[src/rtl/swps_ram.sv]
`timescale 1ns / 1ps
module swps_ram #(
  parameter int WIDTH = 8,
  parameter int DEPTH = 16,
  parameter int AW    = (DEPTH > 1) ? $clog2(DEPTH) : 1
) (
  input  logic             clk,
  input  logic             we,
  input  logic [AW-1:0]    waddr,
  input  logic [WIDTH-1:0] wdata,
  input  logic [AW-1:0]    raddr,
  output logic [WIDTH-1:0] rdata
);
  logic [WIDTH-1:0] mem [DEPTH];

  always_ff @(posedge clk) begin
    if (we) begin
      mem[waddr] <= wdata;
    end
    rdata <= mem[raddr];
  end
endmodule

[config.mk]
export PLATFORM = sky130hd
export DESIGN_NAME = swps_ram
export DESIGN_NICKNAME = d
export VERILOG_FILES = /design/src/rtl/swps_ram.sv
export SDC_FILE = /design/constraint.sdc
export NUM_CORES = 1
export LEC_CHECK = 0
export ABC_AREA = 1
export BUFFER_PORTS_ARGS = -buffer_cell sky130_fd_sc_hd__buf_2
export CORE_ASPECT_RATIO = 0.7
export CORE_MARGIN = 2
export CORE_UTILIZATION = 35
export DETAILED_ROUTE_END_ITERATION = 16
export PLACE_DENSITY = 0.5
export SLEW_MARGIN = 10
export SYNTH_ARGS = -nofsm -noshare
export SYNTH_HDL_FRONTEND = slang
export SYNTH_SLANG_ARGS = --single-unit
[constraint.sdc]
create_clock -name clk -period 1.5 [get_ports clk]
set_input_delay 0.375 -clock clk [delete_from_list [all_inputs] [get_ports clk]]
set_output_delay 0.375 -clock clk [all_outputs]
set_load 0.02 [all_outputs]
==> out/results.tsv <==
metric	value	unit
die_x	157	µm
worstPathRequired	1.12	ns
endpoint_kind	output pin	
root_buffer	clkbuf_16	
synth_nets	569	
power_per_cell_area	1330	mW/mm²
diodes	0	
grt_pass1_wl	22200	µm
fin_crit	1.38	ns
p_leak	2.97	nW
critPathKind	reg -> out	
antenna_found_initial	0	
avgSynthCellArea	10.5	µm²
worst_slew_pin_slew	0.413	ns
r2r-start	mem[5][6]$_DFFE_PP_	
ys_types	12	
drv_slew	0	
gp_congestion	0.829	
num_io_pins	26	
ir_drop	0.000672	V
start_util	35.6	%
ys_seq_area_share	69.4	%
finalSetupTns	0	ns
reg2reg_slack	0.45	ns
start_kind	flop	
ctsResizeCount	0	
cp-startpoint	rdata[5]$_DFF_P_	
clkLatencyLatePin	0.41	ns
drt_pass1_iterations	5	
grt_overflow_total	0	
cp_data_arrival_time	1.01	ns
synthSimpleGateAreaFrac	21.0	%
post-route-drc-count	0	
whs	0.343	ns
relSlewSlack	72.5	%
dpl.hpwl	9610	µm
rsz0062_at_grt	false	
dpl_worst_slack	-0.0351	ns
cts_num_sinks	136	
netlist_instances	551	
htreeDepth	4	
cts_setup_buffers	0	
worstHoldStart	raddr[3]	
final_common_cell	nand2_1	
fin_nets	617	
grt_usage	17.5	%
final_cell_mix	173 x nand2_1, 128 x edfxtp_1, 100 x inv_1, 97 x nand3_1, 25 x buf_2	
worst-path-max-fanout	1	
ctsHoldBuffers	0	
timing.rr.end	rdata[6]$_DFF_P_	
netlist_area	0.00577	mm²
placementRows	39	
hold_path_end	rdata[1]$_DFF_P_	
r2r_cells	6	
clock_path_buffers	2	
cts_tree	built	
slowest_delay	0.39	ns
hold_violations	0	
grt_max_degree	44	
initialDrtViolationCount	331	
fillerInstances	1583	
drt-total-wl	14700	µm
drv_cap	0	
status	finished clean	
vias	3838	
hold_depth	3	
utilization	42.5	%
cp_num_buf_inv	1	
die_h	111	µm
synth_top_family_by_area	simple AND/OR/NAND/NOR gates	
ant_nets	0	
cts_made_buffers	17	
yosys_register_bits	136	
fin_worst_skew	0.00731	ns
grt_pass1_vias	3711	
worstHoldPathType	in -> reg	
drive_gt1_share	13.9	%
seq_area	0.00400	mm²
port-buffer-count	25	
synth-adder-area-share	0	%
dpl.cell_count	805	
path_clk_slew	0.06	ns
die_area	0.0175	mm²
core	0.0162	mm²
cp_cell_sequence	buf_2	
multi_input_comb_area	0.00121	mm²
path_depth	1	
period_share	92.1	%
fmax	724	MHz
synth-compound-area-share	0	%
fin_ws	0.118	ns
fin_cells	837	
yosysWarnings	0	
vias_per_cell	4.59	
synth_mux_area_share	0	%
syn_to_final_growth	19.4	%
wl_per_cell	17.6	µm
finalSetupViolations	0	
synth-xor-area-share	0	%
slowest_stage	dfxtp_1	
crit_family	flip-flops	
-- flip-flops by register name, indices dropped and copies added, names as in the netlist --
name / count
mem: 128
rdata: 8
-- worst max-delay path by stage --
stage,slack [ns],end
finish,0.12,rdata[5]
global route,0.09,rdata[5]
CTS,0.10,rdata[5]
detailed placement,-0.04,rdata[6]$_DFF_P_
global placement,-0.03,rdata[6]$_DFF_P_
floorplan,0.17,mem[10][0]$_DFFE_PP_
-- final cells by class --
type | count | area share, %
clock inverter | 13 | 2.49
tap | 225 | 4.09
clock buffer | 19 | 6.29
multi-input combinational | 289 | 17.6
sequential | 136 | 58.2
inverter | 102 | 5.56
timing repair buffer | 53 | 5.78
-- cells in the mapped netlist --
master	count	area share [%]
buf_1	1	0.065
buf_2	13	1.1
buf_4	4	0.52
buf_6	6	1.2
dfxtp_1	8	2.8
edfxtp_1	128	67
inv_1	100	6.5
inv_2	2	0.13
nand2_1	173	11
nand3_1	97	8.4
nand3b_1	2	0.26
nor2_1	17	1.1
-- metal layers --
layer / share of wire [%] / GRT usage [%] / wire [µm]
met1: 53 / 27.9 / 7750
met2: 42 / 23.9 / 6170
met3: 4.7 / 3.35 / 689
met4: 0.88 / 4.97 / 129
met5: 0 / 0 / 0
-- per-stage QoR --
step           power [mW]  instance area, µm²
3_3_place_gp         4.94                6280
4_1_cts              9.24                6880
5_1_grt              9.45                6880
3_5_place_dp         4.95                6280
2_1_floorplan        4.68                5770
6_report             9.17                6880
-- logic make-up after synthesis --
logic type             count (synthesis)
AND/OR/NAND/NOR                      289
flip-flops                           136
buffers and inverters                126
-- where the power goes --
part / internal (mW) / switching (mW)
Clock: 2.64 / 1.67
Sequential: 4.25 / 0.0330
Combinational: 0.178 / 0.406
Total: 7.06 / 2.10
Power figures use the tool's default switching activity.
